--- config.mk ---
export PLATFORM = sky130hd
export DESIGN_NAME = fac_drain
export DESIGN_NICKNAME = d
export VERILOG_FILES = /design/src/fac_pkg.sv /design/src/fac_drain.sv
export SDC_FILE = /design/constraint.sdc
export NUM_CORES = 1
export LEC_CHECK = 0
export ABC_AREA = 0
export BUFFER_PORTS_ARGS = -buffer_cell sky130_fd_sc_hd__buf_4
export CAP_MARGIN = 20
export CELL_PAD_IN_SITES_DETAIL_PLACEMENT = 0
export CELL_PAD_IN_SITES_GLOBAL_PLACEMENT = 2
export CORE_AREA = 2 2 565 567
export DETAILED_ROUTE_END_ITERATION = 10
export DIE_AREA = 0 0 567 569
export PLACE_DENSITY = 0.47
export SKIP_CTS_REPAIR_TIMING = 1
export SYNTH_ARGS = -nofsm -noshare
export SYNTH_HDL_FRONTEND = slang
export SYNTH_SLANG_ARGS = --single-unit
--- constraint.sdc ---
create_clock -name clk_i -period 43.6 [get_ports clk_i]
set_clock_uncertainty 0.2 [all_clocks]
set_input_delay 10.9 -clock clk_i [delete_from_list [all_inputs] [get_ports clk_i]]
set_output_delay 10.9 -clock clk_i [all_outputs]
set_load 0.05 [all_outputs]
--- src/fac_pkg.sv ---
// ----------------------------------------------------------------------------
// fac_pkg
// Shared types and constants of the frame autocorrelation block.
// ----------------------------------------------------------------------------
package fac_pkg;

  localparam int SAMPLE_W    = 16;  // width of the sample field on the port
  localparam int VALUE_W     = 44;  // width of one autocorrelation value
  localparam int LAG_W       = 5;   // width of the lag index and the order
  localparam int ORDER_RESET = 25;  // order after reset

  typedef struct packed {
    logic signed [SAMPLE_W-1:0] sample;
    logic                       frame_end;
  } fac_req_t;

  typedef struct packed {
    logic [LAG_W-1:0]          lag;
    logic signed [VALUE_W-1:0] value;
    logic                      last;
  } fac_rsp_t;

endpackage

--- src/fac_drain.sv ---
// ----------------------------------------------------------------------------
// fac_drain
// Snapshot bank of one frame's sums, shifted out one lag per request.
// ----------------------------------------------------------------------------
module fac_drain import fac_pkg::*; #(
  parameter int NUM_LAGS = 32
) (
  input  logic                      clk_i,
  input  logic                      rst_ni,
  input  logic                      load_i,
  input  logic signed [VALUE_W-1:0] sums_i [NUM_LAGS],
  input  logic [LAG_W-1:0]          top_i,
  output logic                      free_o,
  output logic                      out_valid_o,
  input  logic                      out_stall_i,
  output fac_rsp_t                  out_rsp_o
);

  logic signed [VALUE_W-1:0] snap_q [NUM_LAGS];
  logic [LAG_W-1:0]          lag_q, lag_d, top_q, top_d;
  logic                      busy_q, busy_d;
  logic                      fire, is_last;

  always_comb begin
    is_last = (lag_q == top_q);
    fire    = busy_q && !out_stall_i;
    free_o  = !busy_q || (fire && is_last);
    busy_d  = busy_q;
    lag_d   = lag_q;
    top_d   = top_q;
    if (fire) begin
      lag_d = lag_q + LAG_W'(1);
      if (is_last) begin
        busy_d = 1'b0;
      end
    end
    if (load_i) begin
      busy_d = 1'b1;
      lag_d  = '0;
      top_d  = top_i;
    end
  end

  always_ff @(posedge clk_i or negedge rst_ni) begin
    if (!rst_ni) begin
      busy_q <= 1'b0;
      lag_q  <= '0;
      top_q  <= '0;
    end else begin
      busy_q <= busy_d;
      lag_q  <= lag_d;
      top_q  <= top_d;
    end
  end

  // Payload: load a whole frame, or shift down by one lag per request.
  always_ff @(posedge clk_i) begin
    if (load_i) begin
      snap_q <= sums_i;
    end else if (fire) begin
      for (int i = 0; i < NUM_LAGS - 1; i++) begin
        snap_q[i] <= snap_q[i+1];
      end
    end
  end

  assign out_valid_o     = busy_q;
  assign out_rsp_o.lag   = lag_q;
  assign out_rsp_o.value = snap_q[0];
  assign out_rsp_o.last  = is_last;

`ifndef NO_ASSERTIONS
  a_lag_in_range: assert property (@(posedge clk_i) disable iff (!rst_ni)
    busy_q |-> (lag_q <= top_q))
    else $error("lag counter ran past the frame's top lag");

  a_load_when_free: assert property (@(posedge clk_i) disable iff (!rst_ni)
    load_i |-> free_o)
    else $error("snapshot loaded over a frame still draining");

  a_done_after_last: assert property (@(posedge clk_i) disable iff (!rst_ni)
    (fire && is_last && !load_i) |=> !busy_q)
    else $error("drain kept running after its last lag");

  a_restart_at_zero: assert property (@(posedge clk_i) disable iff (!rst_ni)
    load_i |=> (busy_q && lag_q == '0))
    else $error("new frame did not start at lag zero");
`endif

endmodule

# Word-level counts from Yosys, hierarchy flattened
# Index checks and enable logic that the tools add are counted.
# op_classes
n_mux,7
n_addsub,1
reduce_logical,8
n_eq_ne,1
# ops
op,n
1364-bit 2-to-1 mux,2
5-bit 2-to-1 mux,2
5-bit by 1-bit adder with 5-bit output (second input constant),1
5-bit == test,1
2-bit nonzero test,2
1-bit 2-to-1 mux,3
1-bit logical AND,2
1-bit zero test,2
2-bit AND reduction,1
1-bit logical OR,1
# totals
output_inout_bits,52
reg_bits,1419
in_bits,1417
elab_cells,52

# Longest topological paths before layout
# logic_depth
word_depth,4
ltp_mapped,5
ltp_nobuf,4

# Worst setup path after synthesis
# No wires, ideal clock.
# synth_timing
kind,input-to-reg
from,input port load_i
to,register snap_q (netlist bit out_rsp_o[10]) (enable)
required_ns,41.397
arrival_time_ns,44.315
cell_stages,4
path_buffers,3
setup_slack_ns,-2.918
setup_ns,2.003
path_cell_list,buf_6 -> buf_2 -> buf_2 -> nand2b_1
# synth_between
elab_chain_cells,1
# synth_rtl
element,line,source
from (decl),fac_drain.sv:10,"input logic load_i,"
2-bit nonzero test (no line),n/a,
to (signal assigned),fac_drain.sv:59,snap_q <= sums_i;
"to (signal, indexed assignment)",fac_drain.sv:62,snap_q[i] <= snap_q[i+1];
to (decl),fac_drain.sv:19,logic signed [VALUE_W-1:0] snap_q [NUM_LAGS];
# No other way between the ends.
# A chain may end at the register's enable or synchronous reset.

# Worst setup path in the final report
# layout_timing
from,input port out_stall_i
to,output port free_o
# layout_between
elab_chain_cells,4
# layout_rtl
element,line,source
from (decl),fac_drain.sv:15,"input logic out_stall_i,"
1-bit zero test,fac_drain.sv:26,fire = busy_q && !out_stall_i;
1-bit logical AND,fac_drain.sv:26,
1-bit logical AND,fac_drain.sv:27,free_o = !busy_q || (fire && is_last);
1-bit logical OR,fac_drain.sv:27,
to (decl),fac_drain.sv:13,"output logic free_o,"
# No other way between the ends.

==> metrics.txt <==
total of max-cap violations 0; global-route wire length before repair a little over 300000 µm; fraction of the cycle the final worst path needs 51.92%; post-route antenna net violation count 0; total power consumption of the routed design about 3.6 mW; timing-limited maximum frequency 0.04418 GHz; slew at the pin closest to its max-slew limit roughly 1100 ps; width of the die between 500 and 600 µm; kind of path behind the tightest hold check reg2reg; total number of placement rows a little over 200; Post-Place Cell Area around 77000 µm²; area taken by multi-input logic gates 17870 µm²; global-route total usage across every layer a little over an eighth; worst slew slack as a fraction of its limit 27.49%; WL/cell 25.81 µm; routed vias/inst roughly 3.7; CP Max Fanout 5; clock latency at the later pin of the worst-skew pair 810 ps; netlist area before placement 62050 µm²; starting density of the core between 10% and 20%; CP Data Required Time roughly 33000 ps; area growth from synthesis to final layout 33.36%; vias after detailed routing 32840; Global Route met1 Usage around 14%; count of fill cells added during filler insertion ~32000; Post-Syn Nets 4434; total negative slack for setup checks 0 ps; global placer's final weighted congestion between 0.8 and 0.9; placed wire-length estimate after detailed placement between 150000 and 200000 µm; IO Count between 1000 and 1500; Max VDD drop 0.02833 mV; antenna violations before repair roughly 170; hold violation count in the final report 0; shortest period the worst path allows approximately 23000 ps; worst-case setup slack after placement about 21000 ps; nature of the critical path startpoint input port; Setup-failing EPs final 0; CTS tree built; flops & latches, synth approximately 1400; # DRC 0; power per cell area between 40 and 50 nW/µm²; highest-utilization routing layer at the global route stage met2; Worst Hold Margin 313.2 ps; total routed wirelength between 200000 and 250000 µm; maximum number of pins on one net before global-route repair roughly 160; FF+latch area between 40000 and 50000 µm²; Critical Path AT between 10000 and 15000 ps; post-synthesis cell count around 3000; endpoint type of the worst setup path primary output; number of sinks on the clock net 1419; post-route setup slack between 20000 and 25000 ps; overflow left after global routing 0; fraction of final layout cells sized beyond drive strength 1 approximately two thirds; clk slew on worst S/H paths around 60 ps; met3 Resource Use GR 7.857%; Synth Warn # 0; count of TritonRoute iterations in the first routing pass 4; input/output buffers between 1000 and 1500; count of H-tree levels built during CTS 4; Core ar. 316800 µm²; category of the most critical setup path in2out; distinct cell type count after synthesis 23; number of nets at the end of the flow slightly below 6000; maximum clock insertion buffer count 4; total CTS buffers 182; final slew viol count 0; area of the die ~320000 µm²; unrepaired setup endpoints after global routing false; buffer type at the clock tree root sky130_fd_sc_hd__clkbuf_16; Post-Synthesis Mean Instance Area between 20 and 25 µm²; met2 track utilization from global routing 24.14%; sequential-to-total area share from yosys stat 68.58%; number of global-route vias before repair 34941; count of routing violations after the opening detailed-route iteration 2055; run status finished clean; Die Ht 569 µm; Post-Layout Inst Area between 80000 and 90000 µm²; leakage power figure 32.43 nW
## cell usage in the layout (no fill, tap or decap), types with 2 or more instances in the layout
cell type / n
sky130_fd_sc_hd__a21oi_1: 2
sky130_fd_sc_hd__buf_12: 8
sky130_fd_sc_hd__buf_16: 2
sky130_fd_sc_hd__buf_4: 1497
sky130_fd_sc_hd__bufinv_16: 6
sky130_fd_sc_hd__clkbuf_1: 60
sky130_fd_sc_hd__clkbuf_16: 186
sky130_fd_sc_hd__clkbuf_8: 2
sky130_fd_sc_hd__clkinv_1: 34
sky130_fd_sc_hd__clkinv_2: 24
sky130_fd_sc_hd__clkinv_8: 2
sky130_fd_sc_hd__dfrtp_1: 11
sky130_fd_sc_hd__diode_2: 60
sky130_fd_sc_hd__edfxtp_1: 1408
sky130_fd_sc_hd__inv_16: 2
sky130_fd_sc_hd__inv_6: 4
sky130_fd_sc_hd__mux2_2: 769
sky130_fd_sc_hd__mux2_4: 600
sky130_fd_sc_hd__nand2_1: 3
sky130_fd_sc_hd__nand3b_1: 2
sky130_fd_sc_hd__nor2_1: 4
sky130_fd_sc_hd__o21ai_0: 2
sky130_fd_sc_hd__or3_1: 2
sky130_fd_sc_hd__xnor2_1: 5
sky130_fd_sc_hd__xor2_1: 2
## worst paths after layout
path / start / to / slack, ps / cells after the start
worst min register to register: snap_q[997]$_DFFE_PP_ / snap_q[1041]$_DFFE_PP_ / 310 / 1
worst max register to register: out_valid_o$_DFFE_PN0P_ / snap_q[93]$_DFFE_PP_ / 36730 / 8
min in group asynchronous: rst_ni / lag_q[3]$_DFFE_PN0P_ / 9720 / 1
max in group asynchronous: rst_ni / top_q[1]$_DFFE_PN0P_ / 33310 / 1
worst min-delay path: snap_q[997]$_DFFE_PP_ / snap_q[1041]$_DFFE_PP_ / 310 / 1
worst max-delay path: out_stall_i / free_o / 20960 / 3
## state kept, by name, indices dropped and copies added (netlist names)
| signal | count |
|---|---|
| out_rsp_o | 44 |
| top_q | 5 |
| out_valid_o | 1 |
| lag_q | 5 |
| snap_q | 1364 |
## through the flow
stage,std cells,util [%]
floorplan,3016,-
global placement,8504,24.34
detailed placement,8504,24.34
CTS,8827,26.07
global route,8837,26.09
finish,8888,26.13
## metal layers
metal  part of all wire, %  up-vias
met5                  0.59        -
met4                   2.2      210
met3                    12      450
met2                    51     1235
met1                    35    15976
li1                      -    14969
## cells in the mapped netlist
cell type,n,area [µm²]
sky130_fd_sc_hd__nand2b_1,2,12.51
sky130_fd_sc_hd__o31ai_1,1,7.510
sky130_fd_sc_hd__ha_1,1,12.51
sky130_fd_sc_hd__buf_2,83,415.4
sky130_fd_sc_hd__xnor2_1,5,43.79
sky130_fd_sc_hd__o32a_1,1,10.01
sky130_fd_sc_hd__dfrtp_1,11,275.3
sky130_fd_sc_hd__buf_8,26,390.4
sky130_fd_sc_hd__nand3_1,1,5.000
sky130_fd_sc_hd__xor2_1,2,17.52
sky130_fd_sc_hd__nand2_1,3,11.26
sky130_fd_sc_hd__mux2_2,769,8660
sky130_fd_sc_hd__edfxtp_1,1408,42280
sky130_fd_sc_hd__buf_6,42,473.0
sky130_fd_sc_hd__nor2_1,4,15.01
sky130_fd_sc_hd__or3_1,2,12.51
sky130_fd_sc_hd__nand3b_1,2,15.01
sky130_fd_sc_hd__a21oi_1,2,10.01
sky130_fd_sc_hd__buf_4,47,352.8
sky130_fd_sc_hd__mux2i_1,1,10.01
sky130_fd_sc_hd__o21ai_0,2,10.01
sky130_fd_sc_hd__mux2_4,600,9009
sky130_fd_sc_hd__or2_0,1,6.260
## power breakdown
part / internal, mW / switching, mW
Combinational: 0.241 / 0.151
Clock: 0.822 / 0.611
Sequential: 1.69 / 0.0519
Total: 2.75 / 0.814
## critical path, stage by stage
cell,delay (ps)
sky130_fd_sc_hd__buf_4,130
sky130_fd_sc_hd__o31ai_1,260
sky130_fd_sc_hd__buf_4,250
## cell type report
| type | count | share of cell area [%] |
|---|---|---|
| sequential | 1419 | 51.42 |
| clock buffer | 248 | 5.930 |
| antenna | 60 | 0.1814 |
| clock inverter | 75 | 0.7061 |
| tap | 4180 | 6.320 |
| multi-input combinational | 1399 | 21.60 |
| timing repair buffer | 1507 | 13.84 |
## logic make-up after synthesis
| logic type | share of synthesized area [%] |
|---|---|
| AO/OA/AOI/OAI | 0.06050 |
| XOR/XNOR | 0.09880 |
| adder cells (fa/ha/maj) | 0.02016 |
| buffers and inverters | 2.629 |
| flip-flops | 68.58 |
| multiplexers | 28.49 |
| AND/OR/NAND/NOR | 0.1250 |
Note: power is estimated with default switching activity, not from simulation.
