### src/fac_pkg.sv
// ----------------------------------------------------------------------------
// fac_pkg
// Shared types and constants of the frame autocorrelation block.
// ----------------------------------------------------------------------------
package fac_pkg;

  localparam int SAMPLE_W    = 16;  // width of the sample field on the port
  localparam int VALUE_W     = 44;  // width of one autocorrelation value
  localparam int LAG_W       = 5;   // width of the lag index and the order
  localparam int ORDER_RESET = 25;  // order after reset

  typedef struct packed {
    logic signed [SAMPLE_W-1:0] sample;
    logic                       frame_end;
  } fac_req_t;

  typedef struct packed {
    logic [LAG_W-1:0]          lag;
    logic signed [VALUE_W-1:0] value;
    logic                      last;
  } fac_rsp_t;

endpackage

### src/fac_mac_cell.sv
// ----------------------------------------------------------------------------
// fac_mac_cell
// One lag accumulator: multiply, add and saturate to +/-2^(VALUE_W-2).
// ----------------------------------------------------------------------------
module fac_mac_cell import fac_pkg::*; #(
  parameter int SAMPLE_BITS = 16
) (
  input  logic                          clk_i,
  input  logic                          rst_ni,
  input  logic                          adv_i,     // an item is accumulated
  input  logic                          clear_i,   // frame ends with this item
  input  logic signed [SAMPLE_BITS-1:0] x_i,
  input  logic signed [SAMPLE_BITS-1:0] tap_i,
  output logic signed [VALUE_W-1:0]     sum_o      // sum including this item
);

  localparam int PROD_W = 2 * SAMPLE_BITS;
  localparam int SUM_W  = ((PROD_W > VALUE_W) ? PROD_W : VALUE_W) + 1;
  localparam logic signed [SUM_W-1:0] POS_LIM =
    {{(SUM_W-VALUE_W+1){1'b0}}, 1'b1, {(VALUE_W-2){1'b0}}};
  localparam logic signed [SUM_W-1:0] NEG_LIM = -POS_LIM;

  logic signed [VALUE_W-1:0] acc_q, acc_d;
  logic signed [PROD_W-1:0]  prod;
  logic signed [SUM_W-1:0]   sum;

  always_comb begin
    prod = x_i * tap_i;
    sum  = SUM_W'(acc_q) + SUM_W'(prod);
    if (sum > POS_LIM) begin
      sum_o = VALUE_W'(POS_LIM);
    end else if (sum < NEG_LIM) begin
      sum_o = VALUE_W'(NEG_LIM);
    end else begin
      sum_o = VALUE_W'(sum);
    end
    acc_d = acc_q;
    if (adv_i) begin
      acc_d = clear_i ? '0 : sum_o;
    end
  end

  always_ff @(posedge clk_i or negedge rst_ni) begin
    if (!rst_ni) begin
      acc_q <= '0;
    end else begin
      acc_q <= acc_d;
    end
  end

endmodule

### config.mk
export PLATFORM = sky130hd
export DESIGN_NAME = fac_mac_cell
export DESIGN_NICKNAME = d
export VERILOG_FILES = /design/src/fac_pkg.sv /design/src/fac_mac_cell.sv
export SDC_FILE = /design/constraint.sdc
export NUM_CORES = 1
export LEC_CHECK = 0
export BUFFER_PORTS_ARGS = -buffer_cell sky130_fd_sc_hd__buf_4
export CAP_MARGIN = 0
export CORE_UTILIZATION = 50
export CTS_BUF_LIST = sky130_fd_sc_hd__clkbuf_8
export DETAILED_ROUTE_END_ITERATION = 8
export MAX_ROUTING_LAYER = met4
export PLACE_DENSITY_LB_ADDON = 0.2
export SYNTH_ARGS = -nofsm -noshare
export SYNTH_HDL_FRONTEND = slang
export SYNTH_SLANG_ARGS = --single-unit
### constraint.sdc
create_clock -name clk_i -period 14.2 [get_ports clk_i]
set_input_delay 2.13 -clock clk_i [delete_from_list [all_inputs] [get_ports clk_i]]
set_output_delay 2.13 -clock clk_i [all_outputs]
set_load 0.02 [all_outputs]
### Word level (Yosys, flattened, before mapping)

Index checks and enable logic that the tools add are counted.

* magnitude comparators: 2
* mux-type cells: 3
* add/subtract/negate cells: 1
* $mul: 1

Operator list (number)
* 2-to-1 mux 44 bit: 3
* adder 44 x 32 -> 45 bit: 1
* greater-than comparator 45 x 44 -> 1 bit, second input constant: 1
* less-than comparator 45 x 43 -> 1 bit, second input constant: 1
* multiplier 16 x 16 -> 32 bit: 1

* output and inout port bits: 44
* logic and storage cells: 8
* bits in registers: 44

### Longest topological paths before layout

Gate-level depths: netlist of run 1.

* depth in word-level cells: 6
* gate-level depth with buffers: 27

### Worst setup path after synthesis of run 1

Ideal clock, no wire load.

* path type: in2out
* start: input port tap_i[1]
* end: output port sum_o[18]
* setup slack: 2.693 ns
* stages on the path: 26
* arrival: 9.377 ns
* path buffers: 3
* required time: 12.070 ns
* cells stage by stage: clkbuf_1 nand2_1 inv_1 fa_1 inv_1 fa_1 fa_1 fa_1 inv_1 fa_1 inv_1 fa_1 inv_1 ha_1 buf_2 nand2_1 nor3_1 and3_1 a32o_1 o21ai_1 a211oi_2 o21ai_1 mux2i_4 a31oi_4 buf_6 nor2_1

* cells in the longest elaborated chain, start to end: 5
* elaborated cells on any way between the ends: 6
* those cells by class: add/sub: 1; mul: 1; order compare: 2; mux: 2

RTL lines
* start, declared: line fac_mac_cell.sv:13 `input logic signed [SAMPLE_BITS-1:0] tap_i,`
* multiplier 16 x 16 -> 32 bit *: line fac_mac_cell.sv:28 `prod = x_i * tap_i;`
* adder 44 x 32 -> 45 bit *: line fac_mac_cell.sv:29 `sum = SUM_W'(acc_q) + SUM_W'(prod);`
* less-than comparator 45 x 43 -> 1 bit: line fac_mac_cell.sv:32 `end else if (sum < NEG_LIM) begin`
* 2-to-1 mux 44 bit: line fac_mac_cell.sv:32
* 2-to-1 mux 44 bit *: line fac_mac_cell.sv:30 `if (sum > POS_LIM) begin`
* end, declared: line fac_mac_cell.sv:14 `output logic signed [VALUE_W-1:0] sum_o`

Every way passes the cells marked *; elsewhere a longest branch is shown, timed or not.

### Final worst setup path of run 1

* start: input port tap_i[1]
* end: output port sum_o[14]

The elaborated chain is that of the path after synthesis.

==> results.json, run 1 <==
{
  "max_freq_mhz": 77.23,
  "crit_type": "primary input to output port",
  "worstPathRequired_ns": 12.07,
  "tightest_slew_ns": 1.166,
  "period_minus_slack_ns": 12.95,
  "initial_core_util_pct": 51.33,
  "r2r_slack_ns": 7.31,
  "cts_resized": 0,
  "cts_buffers": 5,
  "antenna_cells": 0,
  "synth_edf_count": 0,
  "dieArea_um2": 32450,
  "worstSetupEndpointType": "output port",
  "syn_area_um2": 15870,
  "path_common_cell": "fa_1",
  "dp_cells": 2137,
  "hold_depth": 1,
  "first_iter_violations": 532,
  "cts_tree": "yes",
  "async_flop_share_pct": 100.0,
  "yosysWarnings": 0,
  "hold_path_class": "flip-flop to flip-flop",
  "die_h_um": 180.1,
  "cpPeakStageDelay_ns": 0.88,
  "finalMaxSlewViolations": 0,
  "ys.flop_type": "dfrtp_1",
  "finalSetupViolations": 0,
  "gp_congestion": 0.9052,
  "wl_um": 40580,
  "largest_reg_flops": 44,
  "worstHoldEndpoint": "acc_q[32]",
  "ctsHoldBuffers": 0,
  "post-route-util_pct": 54.20,
  "synth_cell_types": 79,
  "worstSetupStartpointType": "primary input",
  "path_max_fanout": 35,
  "htree_levels": 2,
  "status": "finished clean",
  "track_usage_pct": 27.37,
  "cts_buffer_depth": 2,
  "post_cts.repair.setup_buffers": 0,
  "clkSinkCount": 44,
  "die_w_um": 180.1,
  "final_common_cell": "inv_1",
  "clk_latency_ns": 0.34,
  "grt_max_degree": 45,
  "grt_antenna_before_repair": 0,
  "syn_inst": 1727,
  "ys_ff_latch": 44,
  "crit_family": "adder cells",
  "min_from": "acc_q[32]",
  "ctsRootBufferMaster": "clkbuf_8",
  "postRouteAntennaNets": 0,
  "ys_seq_area_share_pct": 6.940,
  "cpMaxStageDelayCell": "fa_1",
  "grt_pass1_vias": 12680,
  "via_count": 11730,
  "vias_per_cell": 5.470,
  "tns_ns": 0,
  "grt_pass1_wl_um": 67880,
  "finClkSkew_ns": 0.01207,
  "drive_gt1_share_pct": 6.808,
  "first_pass_iters": 5,
  "overflow": 0,
  "final_cell_mix": "400 x inv_1, 350 x fa_1, 171 x nand2_1",
  "area_delta_synth_final_pct": 5.591,
  "syn_nets": 2239,
  "crit_buf_inv": 8,
  "slew_headroom_pct": 22.29,
  "syn_avg_cell_area_um2": 9.187,
  "reg2reg_depth": 19,
  "num-nets-final": 2260,
  "finalNonFillerCells": 2144,
  "drc": 0,
  "period_share_pct": 91.19,
  "clk_pin_slew_ns": 0.09,
  "dp_hpwl_um": 34690,
  "coreArea_um2": 30910,
  "maxCapViolCount": 0,
  "crit_arrival_ns": 10.82,
  "portBuffers": 79,
  "timing.rr.end": "acc_q[39]",
  "regMostFlops": "acc_q",
  "top_regs": "acc_q x44",
  "rows": 64,
  "routedWlPerCell_um": 18.93,
  "ios": 80,
  "rsz0062_at_grt": "no",
  "rr_startpoint": "acc_q[15]",
  "finalHoldViolCount": 0
}
[cell type report]
type                       instances  area [µm²]
tap                              396       495.5
timing repair buffer              84       630.6
clock buffer                       5       68.82
multi-input combinational       1212       12940
clock inverter                     2       12.51
fill                            2870       14160
sequential                        44        1101
inverter                         401        1505
[cell usage after synthesis (all sizes together) (11+ instances only)]
library cell    n  area, µm²
nor2b          11      88.84
a22o           29      254.0
o21ai          27      138.9
and2          123      769.5
a21o           23      172.7
nand2         172      648.1
nor3           11      55.05
fa            350       7007
xnor2          20      175.2
nor2          102      382.9
clkbuf         43      161.4
nand4          16      100.1
buf            27      158.9
inv           400       1501
a21oi          40      207.7
ha            126       1577
xor2           15      138.9
dfrtp          44       1101
nand3          14      70.07
[logic make-up (layout without fill, tap and decap cells)]
| kind of cell | count (synthesis) | count (layout) | share of synthesized area, % |
|---|---|---|---|
| AO/OA/AOI/OAI | 204 | 204 | 9.653 |
| XOR/XNOR | 35 | 35 | 1.980 |
| adder cells (fa/ha/maj) | 476 | 476 | 54.10 |
| buffers and inverters | 471 | 492 | 11.51 |
| flip-flops | 44 | 44 | 6.940 |
| multiplexers | 6 | 6 | 0.4653 |
| AND/OR/NAND/NOR | 491 | 491 | 15.35 |
[through the flow]
stage | hold slack (ns) | setup slack [ns] | instance area (µm²)
2_1_floorplan | 0.4612 | 2.693 | 15870
3_3_place_gp | 0.4848 | 1.584 | 16670
3_5_place_dp | 0.4829 | 1.329 | 16670
4_1_cts | 0.5106 | 1.293 | 16750
5_1_grt | 0.5195 | 0.7199 | 16750
6_report | 0.5109 | 1.251 | 16750
[per-layer routing]
metal | wire length (µm) | vias to the layer above | track usage, % | share of wire [%]
met5 | 0 | - | - | 0
li1 | - | 5352 | - | -
met2 | 21220 | 231 | 47.39 | 52
met3 | 1383 | 60 | 2.708 | 3.4
met4 | 884 | 0 | 6.154 | 2.2
met1 | 17090 | 6084 | 34.78 | 42
[how the worst max path moves through the flow]
| stage | from | to | cells after the start |
|---|---|---|---|
| final | tap_i[1] | sum_o[14] | 26 |
| after CTS | tap_i[1] | sum_o[18] | 26 |
| after global placement | tap_i[1] | sum_o[18] | 26 |
| after global routing | tap_i[1] | sum_o[24] | 26 |
| after floorplan | tap_i[1] | sum_o[18] | 26 |
| after detailed placement | tap_i[1] | sum_o[14] | 26 |
Power of run 1 is left out: the tool's default activity adds up to more than one toggle a clock period on the data nets, which glitch-free logic cannot reach.
==> run 2, diff against run 1 <==
--- a/config.mk
+++ b/config.mk
@@ -5,6 +5,7 @@
 export SDC_FILE = /design/constraint.sdc
 export NUM_CORES = 1
 export LEC_CHECK = 0
+export ABC_AREA = 1
 export BUFFER_PORTS_ARGS = -buffer_cell sky130_fd_sc_hd__buf_4
 export CAP_MARGIN = 0
 export CORE_UTILIZATION = 50
==> run 2 against run 1 <==
Global-route usage rose by 1.1 points. Synthesized cell count grew 39%. Sequential share of layout area shrank 0.49 points. Utilization decreased by 0.50 points. Critical path depth grew 2. Clock skew increased by 0.0027 ns. Critical endpoint is now sum_o[18].
==> results.json, run 2 <==
{
  "ios": 80,
  "via_count": 13920,
  "period_minus_slack_ns": 12.71,
  "cts_buffers": 5,
  "top_regs": "acc_q x44",
  "crit_arrival_ns": 10.58,
  "grt_pass1_wl_um": 76560,
  "regMostFlops": "acc_q",
  "portBuffers": 79,
  "yosys.cell_count.top_type": "inv_1",
  "clk_latency_ns": 0.33,
  "placedInstanceArea_um2": 18020,
  "rsz0062_at_grt": "no",
  "synthTopCellsByArea": "fa_1 41%, inv_1 16%, nand2_1 16%, ha_1 9.2%, dfrtp_1 6.4%",
  "yosysWarnings": 0,
  "syn_nets": 2910,
  "grt_pass1_vias": 14550,
  "antenna_cells": 0,
  "synth_top_area_share_pct": 40.71,
  "synth_edf_count": 0,
  "seqCellArea_um2": 1101,
  "cts_resized": 0,
  "ctsHoldBuffers": 0,
  "rows": 67,
  "clkSinkCount": 44,
  "first_iter_violations": 717,
  "clk_pin_slew_ns": 0.09,
  "drc": 0,
  "dieArea_um2": 35170,
  "postRouteAntennaNets": 0,
  "max_freq_mhz": 78.69,
  "wl_um": 46090,
  "post_cts.repair.setup_buffers": 0,
  "slew_headroom_pct": 25.43,
  "ys_ff_latch": 44,
  "coreArea_um2": 33700,
  "gp_congestion": 0.9587,
  "status": "finished clean",
  "first_pass_iters": 5,
  "async_flop_share_pct": 100.0,
  "maxCapViolCount": 0,
  "final_common_cell": "inv_1",
  "fin_area_um2": 18090,
  "finalSetupViolations": 0,
  "syn_area_um2": 17210,
  "area_delta_synth_final_pct": 5.140,
  "worstSetupStartpointType": "primary input",
  "crit_type": "primary input to output port",
  "multi_input_area_um2": 13020,
  "worstPathRequired_ns": 12.07,
  "syn_inst": 2398,
  "finalHoldViolCount": 0,
  "overflow": 0,
  "htree_levels": 2,
  "vias_per_cell": 4.879,
  "initial_core_util_pct": 51.07,
  "ys_seq_area_share_pct": 6.398,
  "synthTopCellsByCount": "721 x inv_1, 718 x nand2_1, 350 x fa_1",
  "period_share_pct": 89.49,
  "tightest_slew_ns": 1.116,
  "grt_max_degree": 46,
  "die_h_um": 187.5,
  "hold_slack_ns": 0.4965,
  "finClkSkew_ns": 0.01477,
  "worstSetupEndpointType": "output port",
  "routedWlPerCell_um": 16.15,
  "num-nets-final": 2917,
  "final_cell_mix": "722 x inv_1, 718 x nand2_1, 350 x fa_1",
  "drive_gt1_share_pct": 4.532,
  "synth_cell_types": 30,
  "hold_path_class": "flip-flop to flip-flop",
  "path_max_fanout": 43,
  "cts_buffer_depth": 2,
  "largest_reg_flops": 44,
  "tns_ns": 0,
  "yosysTopAreaCell": "fa_1",
  "ys.flop_type": "dfrtp_1",
  "cts_tree": "yes",
  "dp_hpwl_um": 40530,
  "grt_antenna_before_repair": 0,
  "track_usage_pct": 28.50,
  "ctsRootBufferMaster": "clkbuf_8",
  "finalMaxSlewViolations": 0,
  "die_w_um": 187.5,
  "final.fill_count": 3358,
  "syn_avg_cell_area_um2": 7.177
}
-- run 2: changes by cell type in the layout (fill, tap and decap cells not counted), moves of 10 or more --
cell      change
a21o_1       -20
a22o_1       -27
and2_1      -123
inv_1       +322
nand2_1     +547
nand3_1      +75
nand3b_1     +11
nor2_1       +53
o21ai_0      -11
o21ai_1      -10
xnor2_1      -10
-- run 2: kinds of logic (layout without fill, tap and decap cells) --
family	count (synthesis)	after routing	share of synthesized area (%)
and+or+nand+nor	1012	1012	23.56
xor gates and xnor gates	15	15	0.7633
buffers and inverters	809	816	18.00
DFF	44	44	6.398
adders and majority gates	476	476	49.87
AOI/OAI and AO/OA	42	42	1.403
-- run 2: worst paths after layout --
kind | from | to | slack (ns) | cells past startpoint
worst max-delay path | tap_i[1] | sum_o[18] | 1.49 | 28
worst min-delay path | acc_q[20] | acc_q[20] | 0.50 | 2
worst max register to register | acc_q[15] | acc_q[19] | 7.66 | 24
worst min register to register | acc_q[20] | acc_q[20] | 0.50 | 2
max in group asynchronous | rst_ni | acc_q[16] | 11.93 | 1
min in group asynchronous | rst_ni | acc_q[34] | 1.81 | 1
-- run 2: routing by layer --
| layer | share of wire [%] | track usage, % |
|---|---|---|
| met5 | 0 | - |
| met2 | 48 | 47.26 |
| met3 | 4.6 | 3.088 |
| met4 | 2.5 | 7.255 |
| met1 | 45 | 37.36 |
-- run 2: through the flow --
step,utilization (%),cells,worst slack [ns]
detailed placement,53.46,2846,1.508
finish,53.69,2853,1.492
CTS,53.69,2853,1.494
floorplan,-,2398,3.451
global placement,53.46,2846,1.684
global route,53.69,2853,0.8567
-- run 2: cell type report --
class                   count  area share (%)
inverters                 729           15.12
repair buffers             80           3.319
multi-input cells        1545           71.95
well taps                 448           3.098
clock inverters             2         0.04840
clock buffers               5          0.3803
flip-flops and latches     44           6.085
-- run 2: worst max-delay path, stage by stage --
cell and delay, ns:
buf_4 0.18, nand2_1 0.16, inv_1 0.08, fa_1 0.67
inv_1 0.13, fa_1 0.87, fa_1 0.67, fa_1 0.80
inv_1 0.27, fa_1 0.54, inv_1 0.05, fa_1 0.48
inv_1 0.04, ha_1 0.36, nand2_1 0.12, nor2_1 0.22
inv_1 0.06, o21ai_0 0.30, a21oi_1 0.14, nand3_1 0.09
nand3_1 0.07, nand2_1 0.15, inv_2 0.09, a21oi_1 0.15
nand2_2 0.55, inv_2 0.83, nor2_1 0.14, buf_4 0.20
Power of run 2 is left out for the same reason.
==> run 3, diff against run 2 <==
--- a/config.mk
+++ b/config.mk
@@ -12,7 +12,7 @@
 export CTS_BUF_LIST = sky130_fd_sc_hd__clkbuf_8
 export DETAILED_ROUTE_END_ITERATION = 8
 export MAX_ROUTING_LAYER = met4
-export PLACE_DENSITY_LB_ADDON = 0.2
+export PLACE_DENSITY_LB_ADDON = 0.1
 export SYNTH_ARGS = -nofsm -noshare
 export SYNTH_HDL_FRONTEND = slang
 export SYNTH_SLANG_ARGS = --single-unit
==> run 3 against run 2 <==
Critical path depth rose by 2. Sequential share of layout area barely moved. Design area rose by 0.14%. Register-to-register slack improved by 0.24 ns. Non-clock buffer count rose by 1. Setup slack improved by 0.54 ns. Final cell count barely moved. Hold slack got worse by 0.0044 ns. Utilization rose by 0.078 points. Flip-flop and latch count did not move.
==> results.json, run 3 (same netlist as run 2, synthesis figures left out) <==
{
  "area_delta_synth_final_pct": 5.292,
  "via_count": 13970,
  "finalSetupViolations": 0,
  "drc": 0,
  "crit_type": "primary input to output port",
  "vias_per_cell": 4.895,
  "status": "finished clean",
  "reg2reg_depth": 29,
  "final_common_cell": "inv_1",
  "clk_latency_ns": 0.35,
  "grtUsageMet1_pct": 40.00,
  "largest_reg_flops": 44,
  "coreArea_um2": 33700,
  "worstSetupEndpointType": "output port",
  "dp_hpwl_um": 41010,
  "dieArea_um2": 35170,
  "layout_setup_ws_ns": 2.030,
  "first_pass_iters": 6,
  "initial_core_util_pct": 51.07,
  "place_worst_setup_slack_ns": 2.012,
  "wl_um": 47020,
  "use_met3_pct": 2.227,
  "die_w_um": 187.5,
  "busiest_layer": "met2",
  "num-nets-final": 2918,
  "die_h_um": 187.5,
  "tns_ns": 0,
  "top_regs": "acc_q x44",
  "clk_pin_slew_ns": 0.09,
  "cts_buffers": 5,
  "period_share_pct": 85.70,
  "crit_arrival_ns": 10.04,
  "worstPathRequired_ns": 12.07,
  "final_cell_mix": "721 x inv_1, 718 x nand2_1, 350 x fa_1",
  "ios": 80,
  "cts_tree": "yes",
  "routedWlPerCell_um": 16.47,
  "cpPeakStageDelay_ns": 0.84,
  "finalHoldViolCount": 0,
  "path_max_fanout": 42,
  "maxCapViolCount": 0,
  "grt_max_degree": 46,
  "track_usage_pct": 29.62,
  "hold_depth": 2,
  "cts_buffer_depth": 2,
  "max_freq_mhz": 82.17,
  "first_iter_violations": 829,
  "cpMaxStageDelayCell": "fa_1",
  "regMostFlops": "acc_q",
  "ctsRootBufferMaster": "clkbuf_8",
  "gp_congestion": 1.004,
  "period_minus_slack_ns": 12.17,
  "grt_pass1_wl_um": 78830,
  "grt.met2_usage_pct": 48.96,
  "finClkSkew_ns": 0.01368,
  "drive_gt1_share_pct": 4.613,
  "cts_resized": 0,
  "grt_antenna_before_repair": 0,
  "htree_levels": 2,
  "post_cts.repair.setup_buffers": 0,
  "portBuffers": 79,
  "overflow": 0,
  "slew_headroom_pct": 21.73,
  "hold_path_class": "flip-flop to flip-flop",
  "finalMaxSlewViolations": 0,
  "postRouteAntennaNets": 0,
  "grt_pass1_vias": 14800,
  "rsz0062_at_grt": "no",
  "tightest_slew_ns": 1.171,
  "clkSinkCount": 44,
  "ctsHoldBuffers": 0,
  "worstSetupStartpointType": "primary input",
  "rows": 67,
  "antenna_cells": 0
}
## run 3: routing by layer
| layer | share of wire, % | vias to the layer above |
|---|---|---|
| li1 | - | 6754 |
| met1 | 46 | 6844 |
| met2 | 48 | 319 |
| met3 | 3.9 | 52 |
| met4 | 1.9 | 0 |
| met5 | 0 | - |
## run 3: final cells by class
class	count	area [µm²]
Sequential cell	44	1101
Timing Repair Buffer	81	608.1
Inverter	729	2736
Fill cell	3344	15580
Tap cell	448	560.5
Clock buffer	7	96.34
Multi-Input combinational cell	1545	13020
## run 3: path summary, 6_finish.rpt
kind	start	endpoint	slack, ns
max	tap_i[1]	sum_o[21]	2.03
min reg2reg	acc_q[36]	acc_q[36]	0.49
max reg2reg	acc_q[15]	acc_q[19]	7.90
min	acc_q[36]	acc_q[36]	0.49
max in group asynchronous	rst_ni	acc_q[32]	11.92
min in group asynchronous	rst_ni	acc_q[4]	1.80
## run 3: critical path, delay by kind of cell
kind	cells	cell delay [ns]
adder cells (fa/ha/maj)	7	4.40
buffers and inverters	8	1.65
AND/OR/NAND/NOR	15	1.84
## run 3: per-stage QoR
stage	util (%)	hold slack [ns]	instance area [µm²]	std cells
6_report	53.77	0.4922	18120	2854
2_1_floorplan	-	0.4491	17210	2398
5_1_grt	53.77	0.5126	18120	2854
3_5_place_dp	53.49	0.4721	18020	2847
4_1_cts	53.77	0.4972	18120	2854
3_3_place_gp	53.49	0.4691	18020	2847
Power of run 3 is left out for the same reason.
